==> src/rtl/dead_reckoning_pose_tracker_defines.svh <==
// ----------------------------------------------------------------------------
// Assertion macros for the pose tracker
// Concurrent checks that are compiled for simulation and left empty for
// synthesis.
// ----------------------------------------------------------------------------
`ifndef DEAD_RECKONING_POSE_TRACKER_DEFINES_SVH
`define DEAD_RECKONING_POSE_TRACKER_DEFINES_SVH

`ifndef SYNTHESIS
// The expression holds at every clock edge outside reset.
`define DRPT_ASSERT(lbl, clk, rst_n, expr) \
    lbl: assert property (@(posedge clk) disable iff (!rst_n) (expr)) \
        else $error("pose tracker assertion failed");
// The consequent holds in the cycle after the antecedent.
`define DRPT_ASSERT_NEXT(lbl, clk, rst_n, ante, cons) \
    lbl: assert property (@(posedge clk) disable iff (!rst_n) (ante) |=> (cons)) \
        else $error("pose tracker assertion failed");
`else
`define DRPT_ASSERT(lbl, clk, rst_n, expr)
`define DRPT_ASSERT_NEXT(lbl, clk, rst_n, ante, cons)
`endif

`endif

==> src/rtl/drpt_pkg.sv <==
// ----------------------------------------------------------------------------
// Pose tracker package
// Shared widths, fixed-point constants, command codes, the decoded command
// record and the CORDIC arctangent table.
// ----------------------------------------------------------------------------
package drpt_pkg;

    // Field and datapath widths.
    localparam int AMT_W   = 24;
    localparam int DIST_W  = 25;
    localparam int POS_W   = 32;
    localparam int HEAD_W  = 17;
    localparam int TRIG_W  = 32;
    localparam int ANG_W   = 25;
    localparam int WRAP_W  = 25;
    localparam int PROD_W  = 57;
    localparam int STEP_W  = 26;
    localparam int ARC_W   = 42;

    // Command codes on the input channel.
    localparam logic [2:0] CMD_ROTATE = 3'd0;
    localparam logic [2:0] CMD_MOVE   = 3'd1;
    localparam logic [2:0] CMD_SWING  = 3'd2;
    localparam logic [2:0] CMD_SET    = 3'd3;
    localparam logic [2:0] CMD_CLEAR  = 3'd4;

    // Angles are 1/256 degree: 360 and 90 degrees.
    localparam logic [HEAD_W-1:0] FULL_TURN    = 17'd92160;
    localparam logic [HEAD_W-1:0] QUARTER_TURN = 17'd23040;
    localparam logic [HEAD_W-1:0] HALF_TURN    = 17'd46080;
    localparam logic [HEAD_W-1:0] THREE_QUARTER_TURN = 17'd69120;

    // Added ahead of the heading wrap so that the sum is never negative
    // (128 full turns, more than any angle step).
    localparam logic [WRAP_W-1:0] WRAP_OFFSET = 25'd11796480;
    localparam int WRAP_STEPS = 8;

    // Trig values are Q30; the start vector carries the CORDIC gain.
    localparam logic signed [TRIG_W-1:0] TRIG_ONE   = 32'sd1073741824;
    localparam logic signed [TRIG_W-1:0] TRIG_NEG   = -32'sd1073741824;
    localparam logic signed [TRIG_W-1:0] GAIN_START = 32'sd652032874;
    localparam logic signed [PROD_W-1:0] STEP_ROUND = 57'sd536870912;

    // Arc length per 1/256 degree in Q16: sqrt(648) * pi / 180 inch/degree.
    localparam logic signed [16:0]      ARC_Q16   = 17'sd29117;
    localparam logic signed [ARC_W-1:0] ARC_ROUND = 42'sd32768;

    // Decoded operation for the execution side.
    typedef enum logic [2:0] {
        OP_TURN,
        OP_MOVE,
        OP_SWING,
        OP_SET,
        OP_CLEAR,
        OP_NONE
    } op_t;

    // One decoded command as it travels through the queue.
    typedef struct packed {
        op_t                        op;
        logic signed [DIST_W-1:0]   delta;
        logic signed [DIST_W-1:0]   travel;
        logic signed [POS_W-1:0]    new_x;
        logic signed [POS_W-1:0]    new_z;
        logic [HEAD_W-1:0]          new_heading;
    } drpt_entry_t;

    // Execution sequencer states.
    typedef enum logic [3:0] {
        ST_IDLE,
        ST_WRAP,
        ST_SETUP,
        ST_CORDIC,
        ST_MUL,
        ST_STEP,
        ST_ACC,
        ST_APPLY,
        ST_DONE
    } back_state_t;

    // Arctangent of 2^-i in Q16 degrees, rounded to nearest.
    function automatic logic signed [ANG_W-1:0] atan_q16(input logic [4:0] idx);
        logic signed [ANG_W-1:0] val;
        case (idx)
            5'd0:    val = 25'sd2949120;
            5'd1:    val = 25'sd1740967;
            5'd2:    val = 25'sd919879;
            5'd3:    val = 25'sd466945;
            5'd4:    val = 25'sd234379;
            5'd5:    val = 25'sd117304;
            5'd6:    val = 25'sd58666;
            5'd7:    val = 25'sd29335;
            5'd8:    val = 25'sd14668;
            5'd9:    val = 25'sd7334;
            5'd10:   val = 25'sd3667;
            5'd11:   val = 25'sd1833;
            5'd12:   val = 25'sd917;
            5'd13:   val = 25'sd458;
            5'd14:   val = 25'sd229;
            5'd15:   val = 25'sd115;
            5'd16:   val = 25'sd57;
            5'd17:   val = 25'sd29;
            5'd18:   val = 25'sd14;
            5'd19:   val = 25'sd7;
            5'd20:   val = 25'sd4;
            5'd21:   val = 25'sd2;
            5'd22:   val = 25'sd1;
            default: val = 25'sd0;
        endcase
        return val;
    endfunction

endpackage

==> src/rtl/drpt_front.sv <==
// ----------------------------------------------------------------------------
// Pose tracker command front end
// Accepts input transfers, applies the sign fields, works out the swing arc
// length and registers one decoded command for the queue.
// ----------------------------------------------------------------------------
module drpt_front import drpt_pkg::*; (
    input  logic                     aclk,
    input  logic                     aresetn,
    input  logic                     s_valid,
    output logic                     s_ready,
    input  logic [2:0]               s_cmd,
    input  logic signed [AMT_W-1:0]  s_amount,
    input  logic signed [1:0]        s_drive_sign,
    input  logic signed [1:0]        s_swing_sign,
    input  logic signed [POS_W-1:0]  s_new_x,
    input  logic signed [POS_W-1:0]  s_new_z,
    input  logic [HEAD_W-1:0]        s_new_heading,
    output logic                     q_valid,
    input  logic                     q_ready,
    output drpt_entry_t              q_data
);

    logic                      hold_valid_reg;
    drpt_entry_t               hold_reg;
    drpt_entry_t               entry_next;
    logic signed [DIST_W-1:0]  amt_ext;
    logic signed [DIST_W-1:0]  drive_amt;
    logic signed [DIST_W-1:0]  swing_amt;
    logic                      swing_neg;
    logic signed [ARC_W-1:0]   arc_prod;
    logic signed [ARC_W-1:0]   arc_sum;
    logic                      accept;

    // The holding register frees up whenever the queue takes its transfer.
    assign s_ready = !hold_valid_reg || q_ready;
    assign accept  = s_valid && s_ready;
    assign q_valid = hold_valid_reg;
    assign q_data  = hold_reg;

    // Signed amount after the sign fields; a sign of -2 acts as -1.
    assign amt_ext   = {s_amount[AMT_W-1], s_amount};
    assign swing_neg = s_drive_sign[1] ^ s_swing_sign[1];

    always_comb begin
        if (s_drive_sign == 2'sd0) begin
            drive_amt = '0;
        end else if (s_drive_sign[1]) begin
            drive_amt = -amt_ext;
        end else begin
            drive_amt = amt_ext;
        end
        if ((s_drive_sign == 2'sd0) || (s_swing_sign == 2'sd0)) begin
            swing_amt = '0;
        end else if (swing_neg) begin
            swing_amt = -amt_ext;
        end else begin
            swing_amt = amt_ext;
        end
    end

    // Arc length of a swing, rounded half up.
    assign arc_prod = swing_amt * ARC_Q16;
    assign arc_sum  = arc_prod + ARC_ROUND;

    // Decode the command into the queue record.
    always_comb begin
        entry_next.delta       = drive_amt;
        entry_next.travel      = drive_amt;
        entry_next.new_x       = s_new_x;
        entry_next.new_z       = s_new_z;
        entry_next.new_heading = (s_new_heading >= FULL_TURN) ?
                                 s_new_heading - FULL_TURN : s_new_heading;
        case (s_cmd)
            CMD_ROTATE: entry_next.op = OP_TURN;
            CMD_MOVE:   entry_next.op = OP_MOVE;
            CMD_SWING: begin
                entry_next.op     = OP_SWING;
                entry_next.delta  = swing_amt;
                entry_next.travel = arc_sum[DIST_W+15:16];
            end
            CMD_SET:    entry_next.op = OP_SET;
            CMD_CLEAR:  entry_next.op = OP_CLEAR;
            default:    entry_next.op = OP_NONE;
        endcase
    end

    // Holding register for one decoded command.
    always_ff @(posedge aclk) begin
        if (!aresetn) begin
            hold_valid_reg <= 1'b0;
        end else if (accept) begin
            hold_valid_reg <= 1'b1;
        end else if (q_ready) begin
            hold_valid_reg <= 1'b0;
        end
    end

    always_ff @(posedge aclk) begin
        if (accept) begin
            hold_reg <= entry_next;
        end
    end

endmodule

==> config.mk <==
export PLATFORM = sky130hd
export DESIGN_NAME = drpt_front
export DESIGN_NICKNAME = d
export VERILOG_FILES = /design/src/rtl/dead_reckoning_pose_tracker_defines.svh /design/src/rtl/drpt_pkg.sv /design/src/rtl/drpt_front.sv
export SDC_FILE = /design/constraint.sdc
export NUM_CORES = 1
export LEC_CHECK = 0
export BUFFER_PORTS_ARGS = -buffer_cell sky130_fd_sc_hd__buf_2
export CAP_MARGIN = 20
export CORE_UTILIZATION = 45
export CTS_CLUSTER_SIZE = 24
export DETAILED_ROUTE_END_ITERATION = 10
export PLACE_DENSITY = 0.66
export SLEW_MARGIN = 20
export SYNTH_ARGS = -nofsm -noshare
export SYNTH_HDL_FRONTEND = slang
export SYNTH_SLANG_ARGS = --single-unit
==> constraint.sdc <==
create_clock -name aclk -period 11.7 [get_ports aclk]
set_input_delay 1.17 -clock aclk [delete_from_list [all_inputs] [get_ports aclk]]
set_output_delay 1.17 -clock aclk [all_outputs]
set_load 0.01 [all_outputs]
== Word level (Yosys, flattened, before mapping) ==
Index checks and enable logic that the tools add are counted.

* $lt $le $gt $ge: 1
* Muxes and demuxes: 9
* Equal/unequal tests: 4
* Bitwise gates (word level): 1
* Multiply operators: 1
* Add/sub/neg operators: 3
* Reduce and logical (&&, ||, !) cells: 8

{| class="wikitable"
|+ Operator list
! cell !! count
|-
| $mux W25 || 4
|-
| $mux W50 || 1
|-
| $add A41 B17 Y41 const B || 1
|-
| $mul A25 B16 Y41 const B || 1
|-
| $neg A24 Y25 || 1
|-
| $ge A17 B17 Y1 const B || 1
|-
| $mux W17 || 1
|-
| $sub A17 B17 Y17 const B || 1
|-
| $pmux W3 S5 || 1
|-
| $eq A3 B2 Y1 const B || 2
|-
| $logic_not A2 Y1 || 2
|-
| $eq A3 B1 Y1 const B || 1
|-
| $eq A3 B3 Y1 const B || 1
|-
| $logic_not A3 Y1 || 1
|-
| $logic_or A1 B1 Y1 || 2
|-
| $mux W1 || 2
|-
| $reduce_bool A2 Y1 || 1
|-
| $logic_and A1 B1 Y1 || 1
|-
| $logic_not A1 Y1 || 1
|-
| $xor A1 B1 Y1 || 1
|}

* Bits of input ports: 116
* Register bits after elaboration: 135
* Output and inout bits: 136
* Word-level logic and storage cells: 34

== Longest topological paths before layout ==
* Depth in word-level cells: 6
* Mapped depth: 30
* Gate-level depth less buffers: 30

== Worst setup path before layout ==
OpenSTA, ideal clock, no wires.

* Path kind: input to register
* From: input port s_amount[5]
* To: register hold_reg, in the netlist q_data[99] (data pin)
* Data arrival time: 8.211 ns
* Path slack: 3.230 ns
* Setup time: 0.259 ns
* Path buffers: 1
* Stages on the path: 27
* Data required time: 11.441 ns
* Path through: clkbuf_1 > or4_1 > or2_1 > nor2_2 > nor2_1 > xnor2_2 > nor2_2 > ha_1 > fa_1 > inv_1 > fa_1 > fa_1 > inv_1 > fa_1 > inv_1 > fa_1 > inv_1 > ha_1 > a211oi_1 > nand2_1 > or4_1 > a21o_1 > a41o_1 > a211o_1 > a21oi_2 > o21ai_1 > a211o_1

{| class="wikitable"
|+ RTL lines
! item !! RTL line !! RTL
|-
| start: declaration || drpt_front.sv:12 || <nowiki>input logic signed [AMT_W-1:0] s_amount,</nowiki>
|-
| end signal: assignment || drpt_front.sv:100 || <nowiki>hold_reg <= entry_next;</nowiki>
|-
| end: declaration || drpt_front.sv:24 || <nowiki>drpt_entry_t hold_reg;</nowiki>
|}

==> report_table.html <==
<table>
<tr><th>Metric</th><th>Value</th></tr>
<tr><th colspan="2">STA</th></tr>
<tr><td>Final hold violation count</td><td>0</td></tr>
<tr><td>Worst rel slew slack</td><td>approximately 36%</td></tr>
<tr><td>Setup repair after global routing missed its margin</td><td>false</td></tr>
<tr><td>Max Fclk</td><td>around 0.11 GHz</td></tr>
<tr><td>Slew of the pin with the lowest slew margin</td><td>about 960 ps</td></tr>
<tr><td>Count of final max-slew check failures</td><td>0</td></tr>
<tr><td>Setup-failing EPs final</td><td>0</td></tr>
<tr><td>Final clock skew</td><td>between 7 and 8 ps</td></tr>
<tr><td>Accumulated negative setup slack</td><td>0 ps</td></tr>
<tr><td>Final worst path period share</td><td>between 70% and 80%</td></tr>
<tr><td>Post-route minimum period</td><td>9340 ps</td></tr>
<tr><th colspan="2">Place</th></tr>
<tr><td>Input/output buffers</td><td>251</td></tr>
<tr><td>Final HPWL from detailed placement</td><td>35600 um</td></tr>
<tr><td>Final GP Congestion</td><td>approximately 0.9</td></tr>
<tr><td>Number of cells in the design after placement</td><td>2085</td></tr>
<tr><th colspan="2">Setup path</th></tr>
<tr><td>Biggest cell delay along the critical path</td><td>about 760 ps</td></tr>
<tr><td>CP max FO</td><td>40</td></tr>
<tr><td>Origin of the critical flop-to-flop path</td><td>q_valid</td></tr>
<tr><td>Worst R2R Path Depth</td><td>3</td></tr>
<tr><td>Startpoint class of the critical path</td><td>input pin</td></tr>
<tr><td>Crit-path leading delay family</td><td>adder cells</td></tr>
<tr><td>Slowest cell on the critical path</td><td>sky130_fd_sc_hd__xor2_1</td></tr>
<tr><td>Crit Path Category</td><td>in -&gt; reg</td></tr>
<tr><td>Data arrival time of the critical path</td><td>roughly 9500 ps</td></tr>
<tr><td>Origin of the worst setup path</td><td>s_drive_sign[1]</td></tr>
<tr><td>Cell with the most instances on the worst path</td><td>sky130_fd_sc_hd__fa_1</td></tr>
<tr><td>Critical Path Stages</td><td>25</td></tr>
<tr><td>CP required</td><td>between 10000 and 15000 ps</td></tr>
<tr><td>Count of buffering cells on the critical path with inverters included</td><td>5</td></tr>
<tr><td>Critical Path Sink Type</td><td>flip-flop</td></tr>
<tr><th colspan="2">Route</th></tr>
<tr><td>Length of the first detailed-routing pass in iterations</td><td>7</td></tr>
<tr><td># DRC</td><td>0</td></tr>
<tr><td>WL per Instance</td><td>20.0 um</td></tr>
<tr><td>Starting DRC count in detailed routing</td><td>approximately 900</td></tr>
<tr><td>Final wirelength</td><td>about 42000 um</td></tr>
<tr><td>Count of antenna-violating nets left after detailed routing</td><td>0</td></tr>
<tr><td>Top Metal Used</td><td>met4</td></tr>
<tr><td>Via count</td><td>about 11k</td></tr>
<tr><td>Length of routed wiring on met1</td><td>around 17000 um</td></tr>
<tr><td>Via-per-instance ratio</td><td>5.33</td></tr>
<tr><td>Sum of met3 wire segment lengths after detailed routing</td><td>~2600 um</td></tr>
<tr><td>Metal2 WL</td><td>between 20000 and 25000 um</td></tr>
<tr><th colspan="2">Synthesis</th></tr>
<tr><td>Cell accounting for the most synthesized area</td><td>sky130_fd_sc_hd__edfxtp_1</td></tr>
<tr><td>Part of the Yosys area used for sequential elements</td><td>27.8%</td></tr>
<tr><td>Average footprint of a synthesized cell</td><td>~10 sq um</td></tr>
<tr><td>Most frequently used flop master after synthesis</td><td>sky130_fd_sc_hd__edfxtp_1</td></tr>
<tr><td>Cell count after synthesis</td><td>around 1.5k</td></tr>
<tr><td>Synthesized netlist net count</td><td>1898</td></tr>
<tr><td>Async set or reset register ratio after synthesis</td><td>0%</td></tr>
<tr><td>Area share of the largest cell type after synthesis</td><td>between 20 and 30%</td></tr>
<tr><td>Combined area of all synthesized cells</td><td>around 15000 sq um</td></tr>
<tr><td>Number of register bits inferred by synthesis</td><td>around 140</td></tr>
<tr><td>Cell types occupying the most area after synthesis</td><td>sky130_fd_sc_hd__edfxtp_1 (28%), sky130_fd_sc_hd__fa_1 (23%), sky130_fd_sc_hd__ha_1 (13%), sky130_fd_sc_hd__inv_1 (9.0%), sky130_fd_sc_hd__xnor2_1 (3.6%)</td></tr>
<tr><td>Cell variety after synth</td><td>between 70 and 80</td></tr>
<tr><td>Number of synthesized flops with an enable pin</td><td>134</td></tr>
<tr><td>Total number of yosys warnings</td><td>0</td></tr>
<tr><th colspan="2">Clock tree</th></tr>
<tr><td>Cts hold-fix bufs</td><td>0</td></tr>
<tr><td>Inserted Clock Buffers</td><td>17</td></tr>
<tr><td>CTS-repair resized insts</td><td>0</td></tr>
<tr><td>Sink count of the clock tree</td><td>around 140</td></tr>
<tr><td>Number of buffers on the longest clock path</td><td>2</td></tr>
<tr><td>Clock tree from TritonCTS</td><td>done</td></tr>
<tr><td>Post-CTS clock slew at the launch and capture registers of the worst setup and hold paths</td><td>60 ps</td></tr>
<tr><td>Clock network latency to the later pin of the worst-skew pair</td><td>approximately 420 ps</td></tr>
<tr><td>Buffer type at the clock tree root</td><td>sky130_fd_sc_hd__clkbuf_16</td></tr>
<tr><td>Buffer count from post-CTS setup fixing</td><td>0</td></tr>
<tr><td>Number of H-tree branching levels</td><td>4</td></tr>
<tr><th colspan="2">Die</th></tr>
<tr><td>Starting density of the core</td><td>a little under half</td></tr>
<tr><td>Count of boundary I/O pins</td><td>between 200 and 300</td></tr>
<tr><td>Floorplan row count</td><td>between 60 and 70</td></tr>
<tr><td>Vertical extent of the die</td><td>between 150 and 200 um</td></tr>
<tr><td>Die Width</td><td>between 150 and 200 um</td></tr>
<tr><td>Overall die area</td><td>roughly 33000 sq um</td></tr>
<tr><td>Placeable core region</td><td>between 30000 and 40000 sq um</td></tr>
<tr><th colspan="2">GRT</th></tr>
<tr><td>First-pass GRT wire length</td><td>~65000 um</td></tr>
<tr><td>Largest net degree at the start of global routing</td><td>a little under 70</td></tr>
<tr><td>Global route overflow</td><td>0</td></tr>
<tr><td>Via count of the first global-routing pass</td><td>about 11k</td></tr>
<tr><td>Number of antenna violations at the first check in global routing</td><td>8</td></tr>
<tr><td>Global-route usage over all layers</td><td>26.1%</td></tr>
<tr><th colspan="2">Final layout</th></tr>
<tr><td>Number of fillers in the final layout</td><td>just under 3k</td></tr>
<tr><td>Synth-to-layout area growth</td><td>15.5%</td></tr>
<tr><td>Final Non-Filler Cells</td><td>2125</td></tr>
<tr><td>Fraction of layout cells with a size suffix above 1</td><td>around 18%</td></tr>
<tr><td>Most common cell after layout, fill and taps aside</td><td>sky130_fd_sc_hd__inv_1</td></tr>
<tr><td>Net count of the finished layout</td><td>between 2k and 2.5k</td></tr>
<tr><td>Most frequent cells in the layout</td><td>sky130_fd_sc_hd__inv_1 (349), sky130_fd_sc_hd__buf_2 (251), sky130_fd_sc_hd__fa_1 (165)</td></tr>
<tr><th colspan="2">Job</th></tr>
<tr><td>Max cap viols</td><td>0</td></tr>
<tr><th colspan="2">Run status</th></tr>
<tr><td>Outcome</td><td>finished, final reports clean</td></tr>
<tr><th colspan="2">Worst hold path</th></tr>
<tr><td>Worst hold path startpoint</td><td>q_valid</td></tr>
<tr><td>Class of the tightest hold or removal check</td><td>reg -&gt; reg</td></tr>
<tr><td>Hold depth</td><td>2</td></tr>
</table>
## sequential cells by signal (all words and copies together), names as in the netlist
name and flops:
q_valid 1, q_data 134
## cells by family after synthesis
logic type	synth area share, %
AO/OA/AOI/OAI	10.2
XOR/XNOR	6.48
adder cells (fa/ha/maj)	36.1
buffers and inverters	10.3
flip-flops	27.8
multiplexers	0.353
AND/OR/NAND/NOR	8.77
## per-stage QoR
stage | hold WS [ps] | cell area, sq um | setup WS [ps] | util (%)
final | 557 | 16800 | 2360 | 53.0
after global routing | 596 | 16800 | 1870 | 53.0
after CTS | 560 | 16800 | 2390 | 52.9
after detailed placement | 552 | 16200 | 1950 | 51.2
after global placement | 510 | 16200 | 2060 | 51.2
after floorplan | 610 | 14600 | 3230 | -
## cell type report
class / count / area [sq um] / area share, %
Antenna cell: 8 / 20.0 / 0.119
Clock inverter: 13 / 121 / 0.722
Multi-Input combinational cell: 936 / 9030 / 53.7
Inverter: 351 / 1330 / 7.91
Timing Repair Buffer: 261 / 1330 / 7.92
Sequential cell: 135 / 4040 / 24.1
Clock buffer: 19 / 433 / 2.57
Tap cell: 402 / 503 / 2.99
## cell usage after synthesis (3+ instances only)
cell,instances
sky130_fd_sc_hd__a211oi_1,8
sky130_fd_sc_hd__a21boi_0,4
sky130_fd_sc_hd__a21o_1,19
sky130_fd_sc_hd__a21oi_1,61
sky130_fd_sc_hd__a31oi_1,7
sky130_fd_sc_hd__and2_1,6
sky130_fd_sc_hd__and3_1,5
sky130_fd_sc_hd__buf_1,3
sky130_fd_sc_hd__buf_2,5
sky130_fd_sc_hd__clkbuf_1,31
sky130_fd_sc_hd__edfxtp_1,134
sky130_fd_sc_hd__fa_1,165
sky130_fd_sc_hd__ha_1,155
sky130_fd_sc_hd__inv_1,349
sky130_fd_sc_hd__mux2i_1,4
sky130_fd_sc_hd__nand2_1,90
sky130_fd_sc_hd__nand2b_1,13
sky130_fd_sc_hd__nand3_1,20
sky130_fd_sc_hd__nand4_1,6
sky130_fd_sc_hd__nor2_1,69
sky130_fd_sc_hd__nor2_2,3
sky130_fd_sc_hd__nor2b_1,10
sky130_fd_sc_hd__nor3_1,14
sky130_fd_sc_hd__nor4_1,10
sky130_fd_sc_hd__o211ai_1,5
sky130_fd_sc_hd__o21a_1,8
sky130_fd_sc_hd__o21ai_0,52
sky130_fd_sc_hd__o21ai_1,8
sky130_fd_sc_hd__o21bai_1,6
sky130_fd_sc_hd__o22ai_1,20
sky130_fd_sc_hd__o311ai_0,4
sky130_fd_sc_hd__o31ai_1,7
sky130_fd_sc_hd__or2_1,4
sky130_fd_sc_hd__or3_1,9
sky130_fd_sc_hd__xnor2_1,59
sky130_fd_sc_hd__xor2_1,40
## metal layers
layer  vias to the layer above  track usage, %
met1                      5544            32.4
li1                       5250               -
met2                       470            45.8
met3                        67            3.71
met4                         0            10.1
met5                         -               0
## worst reg2reg max path, stage by stage, from the launching register on
cell and delay, ps:
sky130_fd_sc_hd__dfxtp_1 310, sky130_fd_sc_hd__nand2b_1 100, sky130_fd_sc_hd__and2_4 740, sky130_fd_sc_hd__buf_4 810
## final timing paths
path	to	slack, ps
min	q_valid	560
max	q_data[100]	2360
min reg2reg	q_valid	560
max reg2reg	q_data[35]	9310
Power is not shown: default switching activity piles up to over one toggle a cycle in this logic, so the estimate is an artifact.
