==> config.mk <==
export PLATFORM = sky130hd
export DESIGN_NAME = drpt_queue
export DESIGN_NICKNAME = d
export VERILOG_FILES = /design/src/rtl/dead_reckoning_pose_tracker_defines.svh /design/src/rtl/drpt_pkg.sv /design/src/rtl/drpt_queue.sv
export SDC_FILE = /design/constraint.sdc
export NUM_CORES = 1
export LEC_CHECK = 0
export BUFFER_PORTS_ARGS = -buffer_cell sky130_fd_sc_hd__buf_2
export CAP_MARGIN = 20
export CORE_ASPECT_RATIO = 1.5
export CORE_MARGIN = 4
export CORE_UTILIZATION = 52
export CTS_BUF_LIST = sky130_fd_sc_hd__clkbuf_16
export DETAILED_ROUTE_END_ITERATION = 10
export HOLD_SLACK_MARGIN = 0.1
export PLACE_DENSITY = 0.83
export SLEW_MARGIN = 25
export SYNTH_ARGS = -nofsm -noshare
export SYNTH_HDL_FRONTEND = slang
export SYNTH_SLANG_ARGS = --single-unit
==> constraint.sdc <==
create_clock -name aclk -period 5.47 [get_ports aclk]
set_input_delay 1.3675 -clock aclk [delete_from_list [all_inputs] [get_ports aclk]]
set_output_delay 1.3675 -clock aclk [all_outputs]
set_load 0.03 [all_outputs]
==> src/rtl/dead_reckoning_pose_tracker_defines.svh <==
// ----------------------------------------------------------------------------
// Assertion macros for the pose tracker
// Concurrent checks that are compiled for simulation and left empty for
// synthesis.
// ----------------------------------------------------------------------------
`ifndef DEAD_RECKONING_POSE_TRACKER_DEFINES_SVH
`define DEAD_RECKONING_POSE_TRACKER_DEFINES_SVH

`ifndef SYNTHESIS
// The expression holds at every clock edge outside reset.
`define DRPT_ASSERT(lbl, clk, rst_n, expr) \
    lbl: assert property (@(posedge clk) disable iff (!rst_n) (expr)) \
        else $error("pose tracker assertion failed");
// The consequent holds in the cycle after the antecedent.
`define DRPT_ASSERT_NEXT(lbl, clk, rst_n, ante, cons) \
    lbl: assert property (@(posedge clk) disable iff (!rst_n) (ante) |=> (cons)) \
        else $error("pose tracker assertion failed");
`else
`define DRPT_ASSERT(lbl, clk, rst_n, expr)
`define DRPT_ASSERT_NEXT(lbl, clk, rst_n, ante, cons)
`endif

`endif

==> src/rtl/drpt_pkg.sv <==
// ----------------------------------------------------------------------------
// Pose tracker package
// Shared widths, fixed-point constants, command codes, the decoded command
// record and the CORDIC arctangent table.
// ----------------------------------------------------------------------------
package drpt_pkg;

    // Field and datapath widths.
    localparam int AMT_W   = 24;
    localparam int DIST_W  = 25;
    localparam int POS_W   = 32;
    localparam int HEAD_W  = 17;
    localparam int TRIG_W  = 32;
    localparam int ANG_W   = 25;
    localparam int WRAP_W  = 25;
    localparam int PROD_W  = 57;
    localparam int STEP_W  = 26;
    localparam int ARC_W   = 42;

    // Command codes on the input channel.
    localparam logic [2:0] CMD_ROTATE = 3'd0;
    localparam logic [2:0] CMD_MOVE   = 3'd1;
    localparam logic [2:0] CMD_SWING  = 3'd2;
    localparam logic [2:0] CMD_SET    = 3'd3;
    localparam logic [2:0] CMD_CLEAR  = 3'd4;

    // Angles are 1/256 degree: 360 and 90 degrees.
    localparam logic [HEAD_W-1:0] FULL_TURN    = 17'd92160;
    localparam logic [HEAD_W-1:0] QUARTER_TURN = 17'd23040;
    localparam logic [HEAD_W-1:0] HALF_TURN    = 17'd46080;
    localparam logic [HEAD_W-1:0] THREE_QUARTER_TURN = 17'd69120;

    // Added ahead of the heading wrap so that the sum is never negative
    // (128 full turns, more than any angle step).
    localparam logic [WRAP_W-1:0] WRAP_OFFSET = 25'd11796480;
    localparam int WRAP_STEPS = 8;

    // Trig values are Q30; the start vector carries the CORDIC gain.
    localparam logic signed [TRIG_W-1:0] TRIG_ONE   = 32'sd1073741824;
    localparam logic signed [TRIG_W-1:0] TRIG_NEG   = -32'sd1073741824;
    localparam logic signed [TRIG_W-1:0] GAIN_START = 32'sd652032874;
    localparam logic signed [PROD_W-1:0] STEP_ROUND = 57'sd536870912;

    // Arc length per 1/256 degree in Q16: sqrt(648) * pi / 180 inch/degree.
    localparam logic signed [16:0]      ARC_Q16   = 17'sd29117;
    localparam logic signed [ARC_W-1:0] ARC_ROUND = 42'sd32768;

    // Decoded operation for the execution side.
    typedef enum logic [2:0] {
        OP_TURN,
        OP_MOVE,
        OP_SWING,
        OP_SET,
        OP_CLEAR,
        OP_NONE
    } op_t;

    // One decoded command as it travels through the queue.
    typedef struct packed {
        op_t                        op;
        logic signed [DIST_W-1:0]   delta;
        logic signed [DIST_W-1:0]   travel;
        logic signed [POS_W-1:0]    new_x;
        logic signed [POS_W-1:0]    new_z;
        logic [HEAD_W-1:0]          new_heading;
    } drpt_entry_t;

    // Execution sequencer states.
    typedef enum logic [3:0] {
        ST_IDLE,
        ST_WRAP,
        ST_SETUP,
        ST_CORDIC,
        ST_MUL,
        ST_STEP,
        ST_ACC,
        ST_APPLY,
        ST_DONE
    } back_state_t;

    // Arctangent of 2^-i in Q16 degrees, rounded to nearest.
    function automatic logic signed [ANG_W-1:0] atan_q16(input logic [4:0] idx);
        logic signed [ANG_W-1:0] val;
        case (idx)
            5'd0:    val = 25'sd2949120;
            5'd1:    val = 25'sd1740967;
            5'd2:    val = 25'sd919879;
            5'd3:    val = 25'sd466945;
            5'd4:    val = 25'sd234379;
            5'd5:    val = 25'sd117304;
            5'd6:    val = 25'sd58666;
            5'd7:    val = 25'sd29335;
            5'd8:    val = 25'sd14668;
            5'd9:    val = 25'sd7334;
            5'd10:   val = 25'sd3667;
            5'd11:   val = 25'sd1833;
            5'd12:   val = 25'sd917;
            5'd13:   val = 25'sd458;
            5'd14:   val = 25'sd229;
            5'd15:   val = 25'sd115;
            5'd16:   val = 25'sd57;
            5'd17:   val = 25'sd29;
            5'd18:   val = 25'sd14;
            5'd19:   val = 25'sd7;
            5'd20:   val = 25'sd4;
            5'd21:   val = 25'sd2;
            5'd22:   val = 25'sd1;
            default: val = 25'sd0;
        endcase
        return val;
    endfunction

endpackage

==> src/rtl/drpt_queue.sv <==
// ----------------------------------------------------------------------------
// Pose tracker command queue
// Two-entry queue between the front end and the execution sequencer so
// that each side can stall on its own.
// ----------------------------------------------------------------------------
module drpt_queue import drpt_pkg::*; (
    input  logic         aclk,
    input  logic         aresetn,
    input  logic         wr_valid,
    output logic         wr_ready,
    input  drpt_entry_t  wr_data,
    output logic         rd_valid,
    input  logic         rd_pop,
    output drpt_entry_t  rd_data
);

    drpt_entry_t  slot_reg [2];
    logic         wr_ptr_reg;
    logic         rd_ptr_reg;
    logic [1:0]   count_reg;
    logic         push;
    logic         pop;

    assign wr_ready = (count_reg != 2'd2);
    assign rd_valid = (count_reg != 2'd0);
    assign rd_data  = slot_reg[rd_ptr_reg];
    assign push     = wr_valid && wr_ready;
    assign pop      = rd_pop && rd_valid;

    // Pointers and fill level.
    always_ff @(posedge aclk) begin
        if (!aresetn) begin
            wr_ptr_reg <= 1'b0;
            rd_ptr_reg <= 1'b0;
            count_reg  <= 2'd0;
        end else begin
            if (push) begin
                wr_ptr_reg <= !wr_ptr_reg;
            end
            if (pop) begin
                rd_ptr_reg <= !rd_ptr_reg;
            end
            if (push && !pop) begin
                count_reg <= count_reg + 2'd1;
            end else if (pop && !push) begin
                count_reg <= count_reg - 2'd1;
            end
        end
    end

    // Entry storage.
    always_ff @(posedge aclk) begin
        if (push) begin
            slot_reg[wr_ptr_reg] <= wr_data;
        end
    end

endmodule

# Word-level counts from Yosys, hierarchy flattened

Memory sizes are Yosys's and may differ from the RTL's. A register that Yosys moved wholly into a read port is not among the register bits.
Index checks and enable logic that the tools add are counted.

Add/subtract/negate cells: 2
$mul: 0
Div/mod/pow operators: 0
Magnitude comparators: 0
Equal/unequal tests: 1
Shift operators: 0
Multiplexer cells: 6
Bitwise gates (word level): 0
Reduce and logical (&&, ||, !) cells: 10

Operator list:

| cell                                             | count |
|---|---|
| logical AND 1 bit                                | 4 |
| zero test 1 bit                                  | 4 |
| two-way mux 1 bit                                | 4 |
| two-way mux 2 bit                                | 2 |
| nonzero test 2 bit                               | 2 |
| adder 2 x 1 -> 2 bit, second input constant      | 1 |
| != test 2 bit, second input constant             | 1 |
| subtractor 2 x 1 -> 2 bit, second input constant | 1 |

Bits in registers: 4
Latch bits: 0
RAM bits: 268
Memory bits (read-only): 0
Input port bits: 138
Output and inout port bits: 136
Word-level logic and storage cells: 23
Memories kept: 1

Memories:

| name     | depth | width | rd ports | clocked after memory_dff | wr ports | RTL line         | text |
|---|---|---|---|---|---|---|---|
| slot_reg | 2     | 134   | 1        | 1                        | 1        | drpt_queue.sv:17 | `drpt_entry_t slot_reg [2];` |

# Depth between registers and ports, before layout

Gate-level depths: netlist of run 1.

Depth after elaboration: 6
Gate-level depth with buffers: 6

# Worst setup path after synthesis of run 1

OpenSTA, ideal clock, no wires.

Path kind: input to register
From: input port wr_valid
To: memory slot_reg[1][0] (netlist name) (enable)
Library setup time: 0.510 ns
Arrival: 4.499 ns
Slack: 0.461 ns
Stages: 1
Cells stage by stage: and3_1

Word-level cells in the longest chain between the ends: 3

RTL lines:

| what                                    | RTL line         | text |
|---|---|---|
| start, declared                         | drpt_queue.sv:9  | `input logic wr_valid,` |
| logical AND 1 bit                       | drpt_queue.sv:27 | `assign push = wr_valid && wr_ready;` |
| two-way mux 1 bit                       | drpt_queue.sv:53 | `if (push) begin` |
| two-way mux 1 bit (implied by the code) | drpt_queue.sv:54 | `slot_reg[wr_ptr_reg] <= wr_data;` |
| end, declared                           | drpt_queue.sv:17 |  |

No other way between the ends.

==> flow_summary.yaml, run 1 <==
clocking:
  cts_tree: "yes"
  cts_made_buffers: 24
  clock_path_buffers: 3
  clk-insertion-delay-late_ps: 500
  root_buffer: "clkbuf_16"
  cts_resized: 0
  cts_max_level: 1
  hold_buffers: 0
  cts_setup_buffers: 0
  cts.clk_slew.worst_paths_ps: 60
  numClockSinks: 273
setup_path:
  critPathKind: "reg -> out"
  crit_slowest_cell: "dfxtp_4"
  cp.arrival_ps: 2540
  cp_max_fo: 67
  setup.worst_path.start_class: "flip-flop"
  endpoint_kind: "output pin"
  path_cells: "buf_4 > mux2_2 > buf_2"
  critical_path.max_stage_delay_ps: 960
  required_ps: 4100
  r2r_cells: 4
route:
  wl_per_cell_um: 19.36
  wirelength_um: 19520
  postRouteAntennaNets: 0
  drc: 0
  avgViaCountPerCell: 5.053
  vias: 5093
  drt_first_pass_iters: 4
  drtIter0Drc: 210
run_status:
  status: "finished, final reports clean"
cells_and_area:
  layout_common_cells: "buf_2, edfxtp_1, mux2_2"
  largest_register_ffs: 268
  final_layout_size_suffix_gt1_share_pct: 60.96
  mostFrequentLayoutCell: "buf_2"
  final_area_um2: 12730
  nets: 869
  area_growth_syn_to_layout_pct: 25.39
run:
  drv_cap: 0
floorplan:
  ioPinCount: 274
  core_area_um2: 19160
  die-area_um2: 21860
  rows: 62
  start_util_pct: 52.97
  dieWidth_um: 122.1
  die_h_um: 179.1
global_route:
  grt_usage_pct: 17.14
  grt_pass1_wl_um: 28630
  grt_pass1_vias: 5512
  grt_start_max_net_pins: 80
  overflow: 0
  antenna_found_initial: 6
sta:
  hold_viol: 0
  max_slew_margin_pct: 36.20
  fmax_mhz: 255.9
  setup_violations: 0
  post-route-period-util_pct: 71.43
  worstMarginPinSlew_ps: 957.1
  period_needed_ps: 3907
  maxSlewViolCount: 0
  fin_skew_ps: 6.992
  rsz0062_at_grt: "false"
  tns_ps: 0
synth:
  ys_ff_latch: 273
  synth-warning-count: 0
  synth_area_um2: 10150
  synth_fp_nets: 580
  syn_inst: 441
  seq_area_frac_synth_pct: 80.28
  ys_types: 21
  syn_area_per_cell_um2: 23.02
placed_design:
  gp_congestion: 0.7720
  numPortBuffers: 273
  placed_area_um2: 11820
  hpwlAfterDp_um: 13540
worst_hold_path:
  hold_depth: 2
  hold_class: "reg -> reg"
pwr:
  ir_drop_mv: 0.3416
  p_leak_uw: 0.004863
  power_density_nw_per_um2: 509.3
per-layer routing:
metal / share of wire (%) / up-vias / GRT usage, %
li1: - / 2343 / -
met1: 32 / 2478 / 17.58
met2: 56 / 208 / 32.03
met3: 7.3 / 58 / 4.324
met4: 4.3 / 6 / 8.314
met5: 0.18 / - / 0
cell usage after synthesis:
| master | n | area, um2 |
|---|---|---|
| mux2_4 | 60 | 900.9 |
| a21boi_0 | 1 | 7.510 |
| xnor2_1 | 2 | 17.52 |
| a21boi_1 | 1 | 7.510 |
| or2_2 | 1 | 6.260 |
| or3_1 | 1 | 6.260 |
| buf_6 | 8 | 90.09 |
| nand2b_4 | 1 | 13.76 |
| o21ai_1 | 1 | 5.000 |
| edfxtp_1 | 268 | 8048 |
| dfxtp_1 | 5 | 100.1 |
| o21ai_0 | 1 | 5.000 |
| buf_2 | 7 | 35.03 |
| and3_1 | 1 | 6.260 |
| nand3b_1 | 1 | 7.510 |
| and2_1 | 4 | 25.02 |
| inv_1 | 1 | 3.750 |
| a21bo_2 | 1 | 10.01 |
| xor2_1 | 1 | 8.760 |
| ha_1 | 1 | 12.51 |
| mux2_2 | 74 | 833.3 |
worst max-delay path: cells and delay by family (launching register included):
family | cells | cell delay, ps
buffers and inverters | 2 | 620
multiplexers | 1 | 380
flip-flops | 1 | 960
where the power goes:
| part | internal, uW | leakage, uW | switching, uW |
|---|---|---|---|
| Clock | 1160 | 0.000444 | 699 |
| Sequential | 2610 | 0.00254 | 139 |
| Combinational | 717 | 0.00187 | 1150 |
path summary, 6_finish.rpt:
check | end | slack, ps | startpoint
worst max-delay path | rd_data[26] | 1560 | flip-flop
worst min-delay path | count_reg[1]$_SDFFE_PN0P_ | 560 | count_reg[1]$_SDFFE_PN0P_
worst max register to register | slot_reg[0][11]$_DFFE_PP_ | 3220 | count_reg[0]$_SDFFE_PN0P_
worst min register to register | count_reg[1]$_SDFFE_PN0P_ | 560 | count_reg[1]$_SDFFE_PN0P_
logic make-up after synthesis:
logic type / Yosys count / share of synthesized area (%)
xor+xnor: 3 / 0.2589
compound gates: 5 / 0.3451
simple gates: 9 / 0.6411
fa+ha+maj: 1 / 0.1233
flops: 273 / 80.28
buf+inv: 16 / 1.270
mux: 134 / 17.09
final cells by class:
class / instances / area [um2]
clock inverters: 19 / 274.0
diodes: 4 / 10.01
multi-input cells: 152 / 1878
clock buffers: 25 / 625.6
repair buffers: 278 / 1461
well taps: 256 / 320.3
fillers: 1287 / 6434
flip-flops and latches: 273 / 8152
inverters: 1 / 6.256
metrics by stage:
| step | total power (uW) | util, % | cells | setup WS, ps | hold WS (ps) |
|---|---|---|---|---|---|
| 2_1_floorplan | 4220 | - | 441 | 460.7 | 512.4 |
| 3_3_place_gp | 4640 | 61.53 | 959 | 2120 | 524.4 |
| 3_5_place_dp | 4694 | 61.68 | 960 | 2093 | 560.2 |
| 4_1_cts | 6559 | 66.37 | 1004 | 1540 | 566.8 |
| 5_1_grt | 6750 | 66.41 | 1007 | 1452 | 611.4 |
| 6_report | 6482 | 66.42 | 1008 | 1563 | 559.9 |
No activity file was read; power rests on OpenSTA's default activity.
==> run 2, diff against run 1 <==
--- a/config.mk
+++ b/config.mk
@@ -5,15 +5,16 @@
 export SDC_FILE = /design/constraint.sdc
 export NUM_CORES = 1
 export LEC_CHECK = 0
+export ABC_AREA = 1
 export BUFFER_PORTS_ARGS = -buffer_cell sky130_fd_sc_hd__buf_2
 export CAP_MARGIN = 20
 export CORE_ASPECT_RATIO = 1.5
 export CORE_MARGIN = 4
-export CORE_UTILIZATION = 52
+export CORE_UTILIZATION = 47
 export CTS_BUF_LIST = sky130_fd_sc_hd__clkbuf_16
 export DETAILED_ROUTE_END_ITERATION = 10
 export HOLD_SLACK_MARGIN = 0.1
-export PLACE_DENSITY = 0.83
+export PLACE_DENSITY = 0.8
 export SLEW_MARGIN = 25
 export SYNTH_ARGS = -nofsm -noshare
 export SYNTH_HDL_FRONTEND = slang
==> constraint.sdc (replaced) <==
create_clock -name aclk -period 3.4 [get_ports aclk]
set_input_delay 0.85 -clock aclk [delete_from_list [all_inputs] [get_ports aclk]]
set_output_delay 0.85 -clock aclk [all_outputs]
set_load 0.03 [all_outputs]
==> run 2 against run 1 <==
Utilization decreased by 6.6 points. Sequential share of layout area increased by 0.42 points. Area after synthesis about the same. Critical path depth unchanged. Sequential power increased by 60%. Critical endpoint is now rd_data[45].
==> flow_summary.yaml, run 2 <==
setup_path:
  crit_cells: 3
  r2r-start: "count_reg[0]$_SDFFE_PN0P_"
  r2r-end: "slot_reg[0][6]$_DFFE_PP_"
  critPathTopFamily: "flip-flops"
  cp_max_fo: 47
  rrSetupSlack_ps: 1790
  cp.arrival_ps: 2090
  r2r_cells: 5
  path_cells: "buf_12 > mux2_2 > buf_2"
  endpoint: "rd_data[45]"
  endpoint_kind: "output pin"
  critPathKind: "reg -> out"
  crit_slowest_cell: "dfxtp_4"
  setup.worst_path.start_class: "flip-flop"
  critical_path.max_stage_delay_ps: 650
  critPathBufInv: 2
  required_ps: 2550
placed_design:
  hpwlAfterDp_um: 13060
  dp.cells: 987
  detailedPlace.worstSlack_ps: 968.3
  gp_congestion: 0.7383
  numPortBuffers: 273
pwr:
  ir_drop_mv: 0.4950
  p_leak_uw: 0.004869
  power_density_nw_per_um2: 776.9
clocking:
  hold_buffers: 0
  cts_resized: 0
  root_buffer: "clkbuf_16"
  cts_made_buffers: 25
  numClockSinks: 273
  cts_setup_buffers: 0
  clock_path_buffers: 3
  clk-insertion-delay-late_ps: 500
  cts_max_level: 1
  cts_tree: "yes"
  cts.clk_slew.worst_paths_ps: 60
cells_and_area:
  largest_register_ffs: 268
  area_growth_syn_to_layout_pct: 24.61
  final_layout_size_suffix_gt1_share_pct: 58.58
  layout_common_cells: "buf_2, edfxtp_1, mux2_2"
  nets: 885
  nFillCells: 1610
  finalNonFillerCells: 1034
  mostFrequentLayoutCell: "buf_2"
synth:
  synth_fp_nets: 593
  syn_area_per_cell_um2: 22.35
  synth-warning-count: 0
  synth_top_cells_by_count: "edfxtp_1, mux2_2, mux2_4"
  yosys.area.top_type: "edfxtp_1"
  yosys.area.top_type_share_pct: 79.31
  ys_types: 15
  seq_area_frac_synth_pct: 80.30
  ys.flop_type: "edfxtp_1"
  syn_inst: 454
  ys_ff_latch: 273
  netlist_top_cells_area: "edfxtp_1, mux2_4, mux2_2, dfxtp_1, buf_6"
  synth.most_common_cell: "edfxtp_1"
  synth_area_um2: 10150
  synth_edf_count: 268
  ys_async_sr_fraction_pct: 0
floorplan:
  core_area_um2: 21150
  dieWidth_um: 128.0
  rows: 65
  ioPinCount: 274
  die-area_um2: 24050
  die_h_um: 188.0
  start_util_pct: 47.99
sta:
  rsz0062_at_grt: "false"
  tns_ps: 0
  setup_violations: 0
  maxSlewViolCount: 0
  worst_slack_ps: 460.8
  max_slew_margin_pct: 67.98
  period_needed_ps: 2939
  hold_viol: 0
  fin_skew_ps: 6.867
  worstMarginPinSlew_ps: 480.2
  fmax_mhz: 340.2
  post-route-period-util_pct: 86.45
route:
  top_layer: "met5"
  wl_met1_um: 6543
  vias: 5105
  drc: 0
  drtIter0Drc: 252
  wl_per_cell_um: 18.53
  route.met2.wl_um: 10270
  avgViaCountPerCell: 4.937
  postRouteAntennaNets: 0
  wirelength_um: 19160
  met3WireLength_um: 1644
  drt_first_pass_iters: 4
worst_hold_path:
  hold_class: "reg -> reg"
global_route:
  antenna_found_initial: 9
  overflow: 0
  grt_start_max_net_pins: 71
  grt_pass1_wl_um: 28870
  grt_pass1_vias: 5557
  grt_usage_pct: 15.41
run_status:
  status: "finished, final reports clean"
run:
  drv_cap: 0
## run 2: cell types whose count changed after synthesis, sizes merged, moves of 2 or more
cell,previous run,this run
nor2,0,8
xnor2,2,0
nand2,0,9
and2,4,0
inv,1,8
a21boi,2,0
## run 2: kinds of logic (layout without fill, tap and decap cells)
group	Yosys count	count (layout)	synth area share, %
DFF	273	273	80.30
adders and majority gates	1	1	0.1233
other	0	3	0
muxes	134	134	17.09
buffers and inverters	23	332	1.529
AOI/OAI and AO/OA	4	4	0.2219
and+or+nand+nor	19	19	0.7398
## run 2: cell type report
type / instances / area, um2 / area share, %
Sequential cell: 273 / 8152 / 64.47
Inverter: 8 / 30.03 / 0.2375
Clock inverter: 19 / 126.4 / 0.9994
Timing Repair Buffer: 280 / 1506 / 11.91
Multi-Input combinational cell: 158 / 1862 / 14.72
Antenna cell: 3 / 7.507 / 0.05937
Clock buffer: 25 / 625.6 / 4.948
Tap cell: 268 / 335.3 / 2.652
## run 2: through the flow
stage	area [um2]	util (%)	hold WS, ps	power [uW]
2_1_floorplan	10160	-	466.9	6593
3_3_place_gp	11890	56.21	481.5	7329
3_5_place_dp	11890	56.21	493.9	7380
4_1_cts	12640	59.76	501.6	9972
5_1_grt	12640	59.80	499.1	10270
6_report	12640	59.80	522.9	9823
## run 2: tightest hold or removal path, cell delays in order, from the launching register on
cell and delay [ps]:
dfxtp_1 340, nor2_1 60, nor2_1 90
## run 2: how the worst min path moves through the flow
stage | startpoint | to | slack, ps | cells after the start
floorplan | rd_ptr_reg$_SDFFE_PN0P_ | flip-flop | 470 | 2
global placement | rd_ptr_reg$_SDFFE_PN0P_ | flip-flop | 480 | 2
detailed placement | rd_ptr_reg$_SDFFE_PN0P_ | flip-flop | 490 | 2
CTS | wr_data[102] | slot_reg[1][102]$_DFFE_PP_ | 500 | 1
global route | wr_data[102] | slot_reg[0][102]$_DFFE_PP_ | 500 | 1
finish | rd_ptr_reg$_SDFFE_PN0P_ | rd_ptr_reg$_SDFFE_PN0P_ | 520 | 2
## run 2: per-layer routing
layer	global-route usage, %	vias to the layer above
li1	-	2368
met1	15.82	2472
met2	28.31	194
met3	5.272	59
met4	5.964	12
met5	0	-
## run 2: power by group
group          internal, uW  switching (uW)  leakage (uW)
sequential             4250             152       0.00254
combinational          1050            1800       0.00193
clock                  1470            1090      0.000402
total                  6770            3050       0.00487
